**src/mcky_pkg.sv**
```systemverilog
// Shared types, constants and the character classifier for the Morse character keyer.
package mcky_pkg;

   localparam int UNIT_W = 16;
   localparam int DUR_W = 18;
   localparam int CHAR_W = 8;
   localparam int SYM_MAX = 5;
   localparam int LEN_W = 3;
   localparam logic [UNIT_W-1:0] UNIT_RESET = 16'd500;

   localparam logic [CHAR_W-1:0] CHAR_UPPER_A = 8'd65;
   localparam logic [CHAR_W-1:0] CHAR_UPPER_Z = 8'd90;
   localparam logic [CHAR_W-1:0] CHAR_LOWER_A = 8'd97;
   localparam logic [CHAR_W-1:0] CHAR_LOWER_Z = 8'd122;
   localparam logic [CHAR_W-1:0] CHAR_DIGIT_0 = 8'd48;
   localparam logic [CHAR_W-1:0] CHAR_DIGIT_9 = 8'd57;

   // Register indexes of the configuration port.
   localparam logic REG_UNIT_TIME = 1'b0;

   // One character as the back end sees it: symbol count and dash mask,
   // bit i set when symbol i is a dash.
   typedef struct packed {
      logic [LEN_W-1:0]   len;
      logic [SYM_MAX-1:0] dash;
   } sym_code_type;

   typedef struct packed {
      logic         valid;
      sym_code_type code;
   } queue_head_type;

   function automatic sym_code_type letter_code(input logic [4:0] idx);
      sym_code_type r;
      unique case (idx)
         5'd0:    r = '{len: 3'd2, dash: 5'b00010};
         5'd1:    r = '{len: 3'd4, dash: 5'b00001};
         5'd2:    r = '{len: 3'd4, dash: 5'b00101};
         5'd3:    r = '{len: 3'd3, dash: 5'b00001};
         5'd4:    r = '{len: 3'd1, dash: 5'b00000};
         5'd5:    r = '{len: 3'd4, dash: 5'b00100};
         5'd6:    r = '{len: 3'd3, dash: 5'b00011};
         5'd7:    r = '{len: 3'd4, dash: 5'b00000};
         5'd8:    r = '{len: 3'd2, dash: 5'b00000};
         5'd9:    r = '{len: 3'd4, dash: 5'b01110};
         5'd10:   r = '{len: 3'd3, dash: 5'b00101};
         5'd11:   r = '{len: 3'd4, dash: 5'b00010};
         5'd12:   r = '{len: 3'd2, dash: 5'b00011};
         5'd13:   r = '{len: 3'd2, dash: 5'b00001};
         5'd14:   r = '{len: 3'd3, dash: 5'b00111};
         5'd15:   r = '{len: 3'd4, dash: 5'b00110};
         5'd16:   r = '{len: 3'd4, dash: 5'b01011};
         5'd17:   r = '{len: 3'd3, dash: 5'b00010};
         5'd18:   r = '{len: 3'd3, dash: 5'b00000};
         5'd19:   r = '{len: 3'd1, dash: 5'b00001};
         5'd20:   r = '{len: 3'd3, dash: 5'b00100};
         5'd21:   r = '{len: 3'd4, dash: 5'b01000};
         5'd22:   r = '{len: 3'd3, dash: 5'b00110};
         5'd23:   r = '{len: 3'd4, dash: 5'b01001};
         5'd24:   r = '{len: 3'd4, dash: 5'b01101};
         5'd25:   r = '{len: 3'd4, dash: 5'b00011};
         default: r = '{len: 3'd0, dash: 5'b00000};
      endcase
      return r;
   endfunction

   function automatic sym_code_type digit_code(input logic [3:0] idx);
      sym_code_type r;
      unique case (idx)
         4'd0:    r = '{len: 3'd5, dash: 5'b11111};
         4'd1:    r = '{len: 3'd5, dash: 5'b11110};
         4'd2:    r = '{len: 3'd5, dash: 5'b11100};
         4'd3:    r = '{len: 3'd5, dash: 5'b11000};
         4'd4:    r = '{len: 3'd5, dash: 5'b10000};
         4'd5:    r = '{len: 3'd5, dash: 5'b00000};
         4'd6:    r = '{len: 3'd5, dash: 5'b00001};
         4'd7:    r = '{len: 3'd5, dash: 5'b00011};
         4'd8:    r = '{len: 3'd5, dash: 5'b00111};
         4'd9:    r = '{len: 3'd5, dash: 5'b01111};
         default: r = '{len: 3'd0, dash: 5'b00000};
      endcase
      return r;
   endfunction

   // Characters outside the tables, the slash among them, carry no symbols.
   function automatic sym_code_type classify(input logic [CHAR_W-1:0] c);
      logic [CHAR_W-1:0] up_off;
      logic [CHAR_W-1:0] lo_off;
      logic [CHAR_W-1:0] dg_off;
      sym_code_type      r;
      up_off = c - CHAR_UPPER_A;
      lo_off = c - CHAR_LOWER_A;
      dg_off = c - CHAR_DIGIT_0;
      if (c >= CHAR_UPPER_A && c <= CHAR_UPPER_Z) begin
         r = letter_code(up_off[4:0]);
      end else if (c >= CHAR_LOWER_A && c <= CHAR_LOWER_Z) begin
         r = letter_code(lo_off[4:0]);
      end else if (c >= CHAR_DIGIT_0 && c <= CHAR_DIGIT_9) begin
         r = digit_code(dg_off[3:0]);
      end else begin
         r = '{len: 3'd0, dash: 5'b00000};
      end
      return r;
   endfunction

endpackage

```
**src/morse_character_keyer.sv**
```systemverilog
// A character is written into the queue, then into the segment output register once the
// back-end sequencer is idle and not stalled. The sequencer emits one segment per cycle
// unless rsp_stall holds it; a character gives 2*n+1 segments for n symbols (0 to 5).
// The input takes a new item every cycle until the QUEUE_DEPTH-entry queue fills.
// Reset is synchronous: it empties the queue, idles the sequencer and sets unit_time to 500.
module morse_character_keyer #(
   parameter int QUEUE_DEPTH = 4
) (
   input  logic                          clock,
   input  logic                          reset,
   input  logic                          req_valid,
   output logic                          req_stall,
   input  logic [mcky_pkg::CHAR_W-1:0]   req_char_code,
   output logic                          rsp_valid,
   input  logic                          rsp_stall,
   output logic                          rsp_led_on,
   output logic [mcky_pkg::DUR_W-1:0]    rsp_duration_time,
   output logic                          rsp_last_segment,
   input  logic                          psel,
   input  logic                          penable,
   input  logic                          pwrite,
   input  logic [2:0]                    paddr,
   input  logic [31:0]                   pwdata,
   output logic [31:0]                   prdata,
   output logic                          pready
);

   logic [mcky_pkg::UNIT_W-1:0] unit_ff;
   logic                        csr_write;
   logic                        queue_full;
   logic                        push;
   mcky_pkg::sym_code_type      push_code;
   logic                        pop;
   mcky_pkg::queue_head_type    head;

   assign pready    = 1'b1;
   assign csr_write = psel && penable && pwrite && pready;

   always_ff @(posedge clock) begin
      if (reset) begin
         unit_ff <= mcky_pkg::UNIT_RESET;
      end else if (csr_write && paddr[2] == mcky_pkg::REG_UNIT_TIME) begin
         unit_ff <= pwdata[mcky_pkg::UNIT_W-1:0];
      end
   end

   always_comb begin
      prdata = '0;
      if (paddr[2] == mcky_pkg::REG_UNIT_TIME) begin
         prdata = {16'd0, unit_ff};
      end
   end

   mcky_front u_front (
      .req_valid     (req_valid),
      .req_stall     (req_stall),
      .req_char_code (req_char_code),
      .queue_full    (queue_full),
      .push          (push),
      .push_code     (push_code)
   );

   mcky_queue #(
      .DEPTH (QUEUE_DEPTH)
   ) u_queue (
      .clock     (clock),
      .reset     (reset),
      .push      (push),
      .push_code (push_code),
      .full      (queue_full),
      .pop       (pop),
      .head      (head)
   );

   mcky_back u_back (
      .clock             (clock),
      .reset             (reset),
      .unit_time         (unit_ff),
      .head              (head),
      .pop               (pop),
      .rsp_valid         (rsp_valid),
      .rsp_stall         (rsp_stall),
      .rsp_led_on        (rsp_led_on),
      .rsp_duration_time (rsp_duration_time),
      .rsp_last_segment  (rsp_last_segment)
   );

endmodule

```
**src/mcky_front.sv**
```systemverilog
// Front end: takes character items and classifies them into symbol codes.
module mcky_front (
   input  logic                         req_valid,
   output logic                         req_stall,
   input  logic [mcky_pkg::CHAR_W-1:0]  req_char_code,
   input  logic                         queue_full,
   output logic                         push,
   output mcky_pkg::sym_code_type       push_code
);

   assign req_stall = queue_full;
   assign push      = req_valid && !queue_full;
   assign push_code = mcky_pkg::classify(req_char_code);

endmodule

```
**src/mcky_queue.sv**
```systemverilog
// Short queue of classified characters between the front and back ends.
module mcky_queue #(
   parameter int DEPTH = 4
) (
   input  logic                          clock,
   input  logic                          reset,
   input  logic                          push,
   input  mcky_pkg::sym_code_type        push_code,
   output logic                          full,
   input  logic                          pop,
   output mcky_pkg::queue_head_type      head
);

   localparam int PTR_W = (DEPTH > 1) ? $clog2(DEPTH) : 1;
   localparam int CNT_W = $clog2(DEPTH + 1);

   mcky_pkg::sym_code_type entry_ff [DEPTH];
   logic [PTR_W-1:0] wr_ptr_ff, wr_ptr_in;
   logic [PTR_W-1:0] rd_ptr_ff, rd_ptr_in;
   logic [CNT_W-1:0] count_ff, count_in;
   logic             do_push;
   logic             do_pop;

   assign full       = (count_ff == CNT_W'(DEPTH));
   assign head.valid = (count_ff != '0);
   assign head.code  = entry_ff[rd_ptr_ff];
   assign do_push    = push && !full;
   assign do_pop     = pop && head.valid;

   always_comb begin
      wr_ptr_in = wr_ptr_ff;
      rd_ptr_in = rd_ptr_ff;
      count_in  = count_ff;
      if (do_push) begin
         wr_ptr_in = (wr_ptr_ff == PTR_W'(DEPTH - 1)) ? '0 : wr_ptr_ff + 1'b1;
      end
      if (do_pop) begin
         rd_ptr_in = (rd_ptr_ff == PTR_W'(DEPTH - 1)) ? '0 : rd_ptr_ff + 1'b1;
      end
      if (do_push && !do_pop) begin
         count_in = count_ff + 1'b1;
      end else if (do_pop && !do_push) begin
         count_in = count_ff - 1'b1;
      end
   end

   always_ff @(posedge clock) begin
      if (reset) begin
         wr_ptr_ff <= '0;
         rd_ptr_ff <= '0;
         count_ff  <= '0;
      end else begin
         wr_ptr_ff <= wr_ptr_in;
         rd_ptr_ff <= rd_ptr_in;
         count_ff  <= count_in;
      end
   end

   always_ff @(posedge clock) begin
      if (do_push) begin
         entry_ff[wr_ptr_ff] <= push_code;
      end
   end

endmodule

```
**src/mcky_back.sv**
```systemverilog
// Back end: steps through the symbols of each character and drives the segment register.
module mcky_back (
   input  logic                          clock,
   input  logic                          reset,
   input  logic [mcky_pkg::UNIT_W-1:0]   unit_time,
   input  mcky_pkg::queue_head_type      head,
   output logic                          pop,
   output logic                          rsp_valid,
   input  logic                          rsp_stall,
   output logic                          rsp_led_on,
   output logic [mcky_pkg::DUR_W-1:0]    rsp_duration_time,
   output logic                          rsp_last_segment
);

   typedef enum logic [3:0] {
      S_IDLE  = 4'b0001,
      S_MARK  = 4'b0010,
      S_SPACE = 4'b0100,
      S_GAP   = 4'b1000
   } back_state_type;

   back_state_type                 state_ff, state_in;
   mcky_pkg::sym_code_type         code_ff, code_in;
   logic [mcky_pkg::LEN_W-1:0]     idx_ff, idx_in;
   logic                           valid_ff, valid_in;
   logic                           led_ff, led_in;
   logic [mcky_pkg::DUR_W-1:0]     dur_ff, dur_in;
   logic                           last_ff, last_in;
   logic [mcky_pkg::DUR_W-1:0]     one_unit;
   logic [mcky_pkg::DUR_W-1:0]     three_units;
   logic                           advance;

   assign one_unit    = {2'b00, unit_time};
   assign three_units = one_unit + {1'b0, unit_time, 1'b0};
   assign advance     = !valid_ff || !rsp_stall;

   always_comb begin
      state_in = state_ff;
      code_in  = code_ff;
      idx_in   = idx_ff;
      valid_in = valid_ff;
      led_in   = led_ff;
      dur_in   = dur_ff;
      last_in  = last_ff;
      pop      = 1'b0;
      if (advance) begin
         valid_in = 1'b0;
         unique case (state_ff)
            S_IDLE: begin
               // The first segment is registered in the same cycle the queue is popped.
               if (head.valid) begin
                  pop      = 1'b1;
                  valid_in = 1'b1;
                  code_in  = head.code;
                  idx_in   = '0;
                  if (head.code.len == '0) begin
                     led_in  = 1'b0;
                     dur_in  = three_units;
                     last_in = 1'b1;
                  end else begin
                     led_in   = 1'b1;
                     dur_in   = head.code.dash[0] ? three_units : one_unit;
                     last_in  = 1'b0;
                     state_in = S_SPACE;
                  end
               end
            end
            S_MARK: begin
               valid_in = 1'b1;
               led_in   = 1'b1;
               dur_in   = code_ff.dash[idx_ff] ? three_units : one_unit;
               last_in  = 1'b0;
               state_in = S_SPACE;
            end
            S_SPACE: begin
               valid_in = 1'b1;
               led_in   = 1'b0;
               dur_in   = one_unit;
               last_in  = 1'b0;
               if (idx_ff == code_ff.len - 1'b1) begin
                  state_in = S_GAP;
               end else begin
                  idx_in   = idx_ff + 1'b1;
                  state_in = S_MARK;
               end
            end
            S_GAP: begin
               valid_in = 1'b1;
               led_in   = 1'b0;
               dur_in   = three_units;
               last_in  = 1'b1;
               state_in = S_IDLE;
            end
            default: begin
               state_in = S_IDLE;
            end
         endcase
      end
   end

   always_ff @(posedge clock) begin
      if (reset) begin
         state_ff <= S_IDLE;
         valid_ff <= 1'b0;
      end else begin
         state_ff <= state_in;
         valid_ff <= valid_in;
      end
   end

   always_ff @(posedge clock) begin
      code_ff <= code_in;
      idx_ff  <= idx_in;
      led_ff  <= led_in;
      dur_ff  <= dur_in;
      last_ff <= last_in;
   end

   assign rsp_valid         = valid_ff;
   assign rsp_led_on        = led_ff;
   assign rsp_duration_time = dur_ff;
   assign rsp_last_segment  = last_ff;

`ifndef NO_ASSERTIONS
   a_last_is_dark: assert property (@(posedge clock) disable iff (reset)
      valid_ff && last_ff |-> !led_ff)
      else $error("final segment of an item has the LED lit");

   a_space_is_one_unit: assert property (@(posedge clock) disable iff (reset)
      valid_ff && !led_ff && !last_ff |-> dur_ff == one_unit)
      else $error("space between symbols is not one unit");

   a_mark_in_range: assert property (@(posedge clock) disable iff (reset)
      state_ff == S_MARK || state_ff == S_SPACE |-> idx_ff < code_ff.len)
      else $error("symbol index ran past the symbol count");

   a_pop_only_when_idle: assert property (@(posedge clock) disable iff (reset)
      pop |-> state_ff == S_IDLE && head.valid && advance)
      else $error("queue popped while a character is still in progress");
`endif

endmodule

```
**config.mk**
```make
export PLATFORM = sky130hd
export DESIGN_NAME = morse_character_keyer
export DESIGN_NICKNAME = d
export VERILOG_FILES = /design/src/mcky_pkg.sv /design/src/morse_character_keyer.sv /design/src/mcky_front.sv /design/src/mcky_queue.sv /design/src/mcky_back.sv
export SDC_FILE = /design/constraint.sdc
export NUM_CORES = 1
export LEC_CHECK = 0
export BUFFER_PORTS_ARGS = -buffer_cell sky130_fd_sc_hd__buf_4
export CORE_MARGIN = 1
export CORE_UTILIZATION = 40
export DETAILED_ROUTE_END_ITERATION = 6
export PLACE_DENSITY_LB_ADDON = 0.08
export SLEW_MARGIN = 0
export SYNTH_ARGS = -nofsm -noshare
export SYNTH_HDL_FRONTEND = slang
export SYNTH_SLANG_ARGS = --single-unit
```
**constraint.sdc**
```tcl
create_clock -name clock -period 5.55 [get_ports clock]
set_input_delay 0.555 -clock clock [delete_from_list [all_inputs] [get_ports clock]]
set_output_delay 0.555 -clock clock [all_outputs]
set_load 0.1 [all_outputs]
```
Word level (Yosys, flattened, before mapping)
Memory sizes are Yosys's and may differ from the RTL's. A register that Yosys moved wholly into a read port is not among the register bits.
Cells that the tools add are included.
Cells by class
  add/subtract/negate cells: 10
  equal/unequal tests: 11
  bitwise logic cells: 1
  reduce and logical (&&, ||, !) cells: 33
  magnitude comparators: 7
  multiplexer cells: 36
Operators by type and width (count)
  2-to-1 mux 18 bit: 4
  one-hot mux 18 bit (4 select lines): 1
  2-to-1 mux 8 bit: 3
  adder 16 x 17 -> 18 bit: 1
  >= comparator 8 x 7 -> 1 bit (second input constant): 2
  less-or-equal comparator 8 x 7 -> 1 bit (second input constant): 2
  2-to-1 mux 16 bit: 1
  AND reduction 3 bit: 5
  2-to-1 mux 3 bit: 4
  2-to-1 mux 4 bit: 3
  one-hot mux 4 bit (3 select lines): 1
  logical AND 1 bit: 11
  2-to-1 mux 1 bit: 10
  subtractor 5 x 1 -> 5 bit (second input constant): 2
  nonzero test 3 bit: 3
  >= comparator 8 x 6 -> 1 bit (second input constant): 1
  less-or-equal comparator 8 x 6 -> 1 bit (second input constant): 1
  2-to-1 mux 2 bit: 4
  adder 3 x 1 -> 3 bit (second input constant): 2
  != test 2 bit (second input constant): 3
  one-hot mux 1 bit (3 select lines): 2
  one-hot mux 3 bit (2 select lines): 1
  subtractor 3 x 1 -> 3 bit (second input constant): 2
  logical NOT 1 bit: 5
  20 further kinds: 24
Word-level totals
  bits in writable memories: 32
  memories kept: 4
  output and inout bits: 55
  bits of input ports: 50
  bits in read-only memories: 560
  register bits after elaboration: 59
  logic and storage cells: 114
Memory list
  (name not given): words 32, width 7, read ports 1, clocked after Yosys merged registers in 0, write ports 0, line mcky_pkg.sv:35  | unique case (idx)
  (name not given): words 32, width 7, read ports 1, clocked after Yosys merged registers in 0, write ports 0, line mcky_pkg.sv:35
  (name not given): words 16, width 7, read ports 1, clocked after Yosys merged registers in 0, write ports 0, line mcky_pkg.sv:69  | unique case (idx)
  u_queue.entry_ff: words 4, width 8, read ports 1, clocked after Yosys merged registers in 1, write ports 1, line mcky_queue.sv:17  | mcky_pkg::sym_code_type entry_ff [DEPTH];

Logic depth before layout (Yosys ltp)
Gate-level depths: netlist (run 1).
  depth after elaboration: 8
  depth in mapped cells: 10
  mapped depth without buffers: 10

By module
From an unflattened synthesis (run 1), not the netlist that was laid out.
Unflattened totals
  cell total of the unflattened synthesis: 575
  area, all modules: 6088.3 um2
By module, submodules not included
  mcky_back: cells each 225, instances 1, area each 2407.3 um2
  mcky_queue: cells each 92, instances 1, area each 1670.4 um2
  mcky_front: cells each 152, instances 1, area each 1053.5 um2
  morse_character_keyer: cells each 106, instances 1, area each 957.2 um2

Worst setup path after synthesis (run 1)
OpenSTA, ideal clock, no wires.
  path type: register to register
  start point: register u_queue.count_ff[0]
  end point: register u_queue.count_ff[2]
  stages on the path, launching flop included: 10
  path slack: 1611 ps
  arrival: 3868 ps
  library setup time: 71 ps
  cells stage by stage: dfxtp_1 -> nor3b_1 -> nor2b_1 -> clkbuf_1 -> ha_1 -> inv_1 -> fa_1 -> xor2_1 -> or3_1 -> a21oi_1
Between the ends
  elaborated cells on any way between the ends: 18
  classes of those cells: add/sub: 2; eq/ne: 1; mux: 5; reduce/logical: 10
RTL lines
  start: declaration: line mcky_queue.sv:20  | logic [CNT_W-1:0] count_ff, count_in;
  start signal: assignment: line mcky_queue.sv:55  | count_ff <= count_in;
  equality test 3 bit *: line mcky_queue.sv:24  | assign full = (count_ff == CNT_W'(DEPTH));
  named net req_stall: line morse_character_keyer.sv:12  | output logic req_stall,
  logical NOT 1 bit *: line mcky_front.sv:12, mcky_queue.sv:27
  logical AND 1 bit: line mcky_front.sv:12  | assign push = req_valid && !queue_full;
  logical AND 1 bit *: line mcky_queue.sv:27  | assign do_push = push && !full;
  named net u_queue.do_push: line mcky_queue.sv:21  | logic do_push;
  logical NOT 1 bit: line mcky_queue.sv:42  | end else if (do_pop && !do_push) begin
  logical AND 1 bit: line mcky_queue.sv:42
  nonzero test 2 bit (no source line)
The timed path passes the listed nets; every way through them passes the cells marked *. The select of a mux whose other input is x is not followed.
A chain may end at the register's enable or synchronous reset.

==> results of run 1 <==
-- Yosys cell counts, types with 3 or more instances --
master / n
a21o_1: 5
a21oi_1: 39
a31oi_1: 8
and2_1: 5
and4b_1: 3
buf_4: 17
buf_6: 4
clkbuf_1: 15
dfxtp_1: 30
edfxtp_1: 63
ha_1: 33
inv_1: 19
mux2i_1: 8
mux4_2: 9
nand2_1: 66
nand2b_1: 5
nand3_1: 6
nand3b_1: 11
nand4b_1: 3
nor2_1: 38
nor2b_1: 17
nor3_1: 8
o211ai_1: 6
o21ai_0: 27
o21ai_1: 12
or3_1: 3
xnor2_1: 16
xor2_1: 9
-- cell families (layout without fill, tap and decap cells) --
kind of cell | after synthesis | count (layout) | synth area share
AND/OR/NAND/NOR | 178 | 178 | 0.166
AO/OA/AOI/OAI | 119 | 119 | 0.134
flip-flops | 93 | 93 | 0.463
buffers and inverters | 55 | 105 | 0.0558
adder cells (fa/ha/maj) | 35 | 35 | 0.0841
XOR/XNOR | 25 | 25 | 0.0407
multiplexers | 18 | 18 | 0.0553
other | 2 | 17 | 0.00139
-- layer usage --
| layer | up-vias | share of wire | GRT usage |
|---|---|---|---|
| met5 | - | 0 | 0 |
| met4 | 0 | 0.017 | 0.0761 |
| met3 | 12 | 0.047 | 0.0344 |
| met2 | 123 | 0.43 | 0.250 |
| met1 | 1901 | 0.50 | 0.244 |
| li1 | 1990 | - | - |
-- critical path, delay by kind of cell --
family | cells | cell delay (ns)
AOI/OAI and AO/OA | 4 | 0.85
xor gates and xnor gates | 1 | 0.67
adders and majority gates | 1 | 0.32
buffers and inverters | 2 | 0.33
and+or+nand+nor | 1 | 0.37
-- worst max-delay path by stage --
stage,startpoint,endpoint,slack (ns),cells after the start
after detailed placement,req_char_code[0],u_queue.entry_ff[0][1],2.18,9
after global placement,req_char_code[0],u_queue.entry_ff[0][1],2.29,9
after global routing,req_char_code[0],u_queue.entry_ff[0][1],2.29,9
after floorplan,u_queue.count_ff[0],u_queue.count_ff[2],1.61,9
final,req_char_code[0],u_queue.entry_ff[0][1],2.53,9
after CTS,req_char_code[0],u_queue.entry_ff[0][1],2.55,9
-- registers in the layout (all words and copies together) (netlist names), named ones only --
signal	flops
u_back.rsp_last_segment	1
u_back.rsp_duration_time	18
u_back.state_ff	4
u_back.rsp_led_on	1
u_back.rsp_valid	1
u_back.code_ff	8
u_queue.rd_ptr_ff	2
u_queue.count_ff	3
u_back.idx_ff	3
unit_ff	16
u_queue.wr_ptr_ff	2
u_queue.entry_ff	32
-- placed cells by master (no fill, tap or decap), types with 2 or more instances in the layout --
cell type,count
xnor2_1,16
o22ai_1,2
nor2b_1,17
a221oi_1,2
clkbuf_1,2
o32ai_1,2
nand4b_1,3
inv_1,19
clkbuf_16,9
fa_1,2
nor3_1,8
nand3_1,6
nor2_1,38
ha_1,33
a21oi_1,39
and3_1,2
buf_4,71
and2_1,5
o41a_1,2
clkinvlp_4,2
edfxtp_1,63
mux2i_1,8
nand2_1,66
o21ai_1,12
mux4_2,9
conb_1,17
o211ai_1,6
xor2_1,9
and4b_1,3
or3_1,3
dfxtp_1,30
a31oi_1,8
nor4b_1,2
nand3b_1,11
nor3b_1,2
a21o_1,5
nand2b_1,5
o21ai_0,27
-- power groups by stage --
stage                     Clock (mW)  Combinational [mW]  Sequential, mW
after floorplan                    0               0.706            1.64
after global placement             0                1.48            1.11
after CTS                      0.616                1.51            1.10
after detailed placement           0                1.50            1.12
final                          0.595                1.49            1.10
after global routing           0.641                1.59            1.12
-- cell type report --
| class | instances | area, sq um |
|---|---|---|
| fill | 1258 | 6940 |
| multi-input combinational | 392 | 2650 |
| sequential | 93 | 2490 |
| timing repair buffer | 71 | 533 |
| clock buffer | 11 | 233 |
| tap | 176 | 220 |
| inverter | 19 | 71.3 |
| clock inverter | 4 | 50.0 |
==> metrics.txt, run 1 <==
Leakage Power=2.46 nW; Routed Antenna Nets=0; top_reg_cell synth=edfxtp_1; Sw Share=0.455; Synth-to-Final Area Change=16.0%; mean number of vias per cell=5.26; yosys warns=0; reg-to-reg slack, setup=2.65 ns; chip height=118 microns; Tot Pwr=3.19 mW; Final #Nets=671; Netlist cell types=59; switching pwr=1.45 mW; CTS Hold Bufs=0; Pwr per Cell Area=510 nW/um^2; FF-to-FF path depth=6; CP max stage cell=xnor2_1; CP Cell Sequence=buf_4, inv_1, ha_1, xnor2_1, and2_0, a21oi_1, o21ai_0, a31oi_1, o32ai_1; total track usage=0.171; Detailed Place HPWL=8.31 mm; Setup crit end kind=flop; Max-Cap Viols=0; H-tree depth=3; number of antenna diodes=0; WP data required=5.64 ns; Max Fclk=331 MHz; post_cts resized=0; number of global-route vias before repair=3,703; layout cell share with drive strength beyond 1=0.168; Pins Over Slew Limit=0; CTS Buffer Depth=2; hold path endpoint=unit_ff[2]; worst-skew pair later-pin latency=0.34 ns; Avg WL per Cell=14.9 microns; Top Ports=105; grt ovf=0; hold depth=2; DIE AREA=13,900 sq um; top cells by area, synth=edfxtp_1, dfxtp_1, ha_1, nand2_1, mux4_2; core area=13,200 sq um; Final Skew=0.00457 ns; Design Area, Final=6250 sq um; sequential share of power=0.344; largest net degree at the start of global routing=32; post-synth top area share=0.351; Starting Density=0.408; status=finished clean; GP Congestion=0.864; placed cells=751; hold path startpoint=pwdata[2]; Root Buffer=clkbuf_16; router iterations before antenna repair=4; Final Hold Fails=0; internal power contribution=1.74 mW; Post-synth EDFFs=63; IO Port Bufs=69; cell taking the most area after synthesis=edfxtp_1; Max-Slew Margin vs Limit=0.372; Clock power frac=0.187; Sum Neg Setup Slack=0 ns; row count=42; mean post-synth cell area=10.3 sq um; DRT iter0 DRCs=376; pre-CTS WS=2.18 ns; Synth Cell Area=5390 sq um; Clock Sinks=93; Cell Area, Placed=5970 sq um; CTS tree=built; Fin Hold WS=0.410 ns; worst hold-check path type=in2reg; TritonCTS buffer count=9; DRC viols=0; Setup crit start kind=primary input; async set-reset flop share out of synthesis=0; Comb power frac=0.469; die width=118 microns; Worst VDD drop=0.271 mV; arrival time worst endpoint=3.11 ns; Critical R2R Capture=u_back.rsp_duration_time[14]; global-route wire length before repair=18.6 mm; register area share after synthesis=0.463; worst slew pin tran=0.935 ns; Final Setup Violations=0; DRT Wirelength=11.4 mm; RSZ-0062 raised after global routing=no; worst-path maximum fanout=12; worst stage delay on the critical path=0.67 ns; post-CTS setup buffer count=0; non-filler instance count after layout=766; Post-Synthesis Cells=525; Critical Setup Path Class=in2reg; CTS clock-pin slew for the worst setup and hold paths=0.06 ns; Final period util=0.544; minimum clock period=3.02 ns; Synth Register Bits=93; final worst slack=2.53 ns; initial antenna violation count=0; DR vias=4,026; Layout Utilization=0.474
Power figures use the tool's default switching activity.
==> inputs of run 2 (changes only) <==
==> constraint.sdc (replaced) <==
create_clock -name clock -period 2.6 [get_ports clock]
set_input_delay 0.26 -clock clock [delete_from_list [all_inputs] [get_ports clock]]
set_output_delay 0.26 -clock clock [all_outputs]
set_load 0.1 [all_outputs]
==> run 2 against run 1 <==
- utilization grew 1.7 points
- count of clock-buffer cells in the layout is 1 higher
- global-route usage rose by 1.1 points
- cell count rose by 3.7%
- wire length rose by 5.9%
- non-clock buffer count up 27
- worst setup slack worse by 2.4 ns
- die area did not move
- critical path type is now reg2reg
- largest power group unchanged
==> metrics.txt, run 2 (synthesized netlist as in run 1, its figures left out) <==
Avg WL per Cell=15.2 microns (+2.1%); worst hold-check path type=in2reg; Worst VDD drop=0.620 mV (+130%); placed cells=778 (+3.6%); Detailed Place HPWL=8.89 mm (+6.9%); GP Congestion=0.851 (-1.5%); DR vias=4,084 (+1.4%); total track usage=0.182 (+0.0110); Routed Antenna Nets=0 (unchanged); Synth-to-Final Area Change=20.2%; Root Buffer=clkbuf_16; RSZ-0062 raised after global routing=no; FF-to-FF path depth=9 (+3); Final #Nets=698 (+4.0%); max reg flops=32 (unchanged); status=finished clean; met3 Resource Use GR=0.0334 (-0.000969); worst-skew pair later-pin latency=0.34 ns (about the same); Final Hold Fails=0 (unchanged); final worst slack=0.111 ns (-2.42 ns); hold depth=2 (unchanged); worst-path maximum fanout=5 (-7); Max-Cap Viols=0 (unchanged); WP data required=2.68 ns (-2.96 ns); Starting Density=0.408 (unchanged); Max Fclk=402 MHz; Max-Slew Margin vs Limit=0.471 (+0.0993); number of fill cells=1,220 (-3.0%); CTS clock-pin slew for the worst setup and hold paths=0.06 ns (about the same); M2 GR Usage=0.281 (+0.0305); row count=42 (unchanged); initial antenna violation count=0 (unchanged); core area=13,200 sq um (unchanged); Pwr per Cell Area=1080 nW/um^2 (+110%); Biggest register=u_queue.entry_ff; DIE AREA=13,900 sq um (unchanged); largest net degree at the start of global routing=31 (-3.1%); Sum Neg Setup Slack=0 ns (unchanged); Setup crit end kind=flop; mean number of vias per cell=5.14 (-2.1%); busiest grt layer=met2; IO Port Bufs=69 (unchanged); non-filler instance count after layout=794 (+3.7%); Final period util=0.957; Final Setup Violations=0 (unchanged); commonest non-fill, non-tap cell in the layout=buf_4; GR Util met1=0.249 (+0.00540); Final Skew=0.00596 ns (+0.00139 ns); router iterations before antenna repair=5 (+1); DRC viols=0 (unchanged); Top Ports=105 (unchanged); chip height=118 microns (unchanged); DRT Wirelength=12.1 mm (+5.9%); CTS Buffer Depth=2 (unchanged); worst slew pin tran=0.787 ns (-0.148 ns); H-tree depth=3 (unchanged); number of antenna diodes=0 (unchanged); pre-CTS WS=0.0309 ns (-2.15 ns); die width=118 microns (unchanged); TritonCTS buffer count=9 (unchanged); Clock Sinks=93 (unchanged); layout cell share with drive strength beyond 1=0.212 (+0.0442); Layout Utilization=0.491 (+0.0170); CTS tree=built; DRT iter0 DRCs=344 (-8.5%); Leakage Power=2.60 nW (+5.5%); arrival time worst endpoint=2.57 ns (-0.54 ns); Critical Setup Path Class=reg2reg; Tot Pwr=6.99 mW (+120%); minimum clock period=2.49 ns; commonest cells after routing, fill and taps aside=buf_4, nand2_1, edfxtp_1; Pins Over Slew Limit=0 (unchanged); Setup crit start kind=flop; CTS Hold Bufs=0 (unchanged); grt ovf=0 (unchanged); number of global-route vias before repair=3,937 (+6.3%); global-route wire length before repair=19.7 mm (+5.6%)
## run 2: layer usage
layer  vias up  share of wire
li1       2040              -
met4         0          0.020
met5         -              0
met3        20          0.037
met2       101           0.45
met1      1923           0.49
## run 2: power by group
group,internal (mW),switching [mW]
Combinational,0.978,2.43
Clock,0.743,0.532
Sequential,2.11,0.195
## run 2: critical path: stages, from the launching register on
cell      delay [ns]
dfxtp_2         0.36
ha_1            0.17
inv_1           0.06
fa_1            0.43
nand2b_1        0.20
a21oi_1         0.15
a211oi_1        0.08
o21bai_1        0.26
nor4b_1         0.10
o41a_1          0.42
## run 2: final timing paths
check | startpoint | to | slack, ns
worst max-delay path | unit_ff[1] | u_back.rsp_duration_time[11] | 0.11
worst max register to register | unit_ff[1] | u_back.rsp_duration_time[11] | 0.11
worst min-delay path | pwdata[2] | unit_ff[2] | 0.13
worst min register to register | unit_ff[0] | u_back.rsp_duration_time[0] | 0.46
## run 2: final cells by class
class | instances | area, sq um | area share
clock buffers | 12 | 236 | 0.0365
clock inverters | 4 | 48.8 | 0.00754
inverters | 19 | 71.3 | 0.0110
multi-input cells | 392 | 2660 | 0.411
flip-flops and latches | 93 | 2500 | 0.386
well taps | 176 | 220 | 0.0340
repair buffers | 98 | 736 | 0.114
## run 2: through the flow
step / cell area, sq um / hold slack, ns
6_report: 6470 / 0.129
5_1_grt: 6470 / 0.125
4_1_cts: 6470 / 0.116
3_5_place_dp: 6180 / 0.478
3_3_place_gp: 6180 / 0.472
2_1_floorplan: 5450 / 0.378
## run 2: repair_timing
| action | in CTS | in global routing |
|---|---|---|
| setup buffers | 0 | 0 |
| endpoints found under the setup margin | 0 | 4 |
| gates resized for setup | 0 | 4 |
| endpoints found under the hold margin | 0 | 0 |
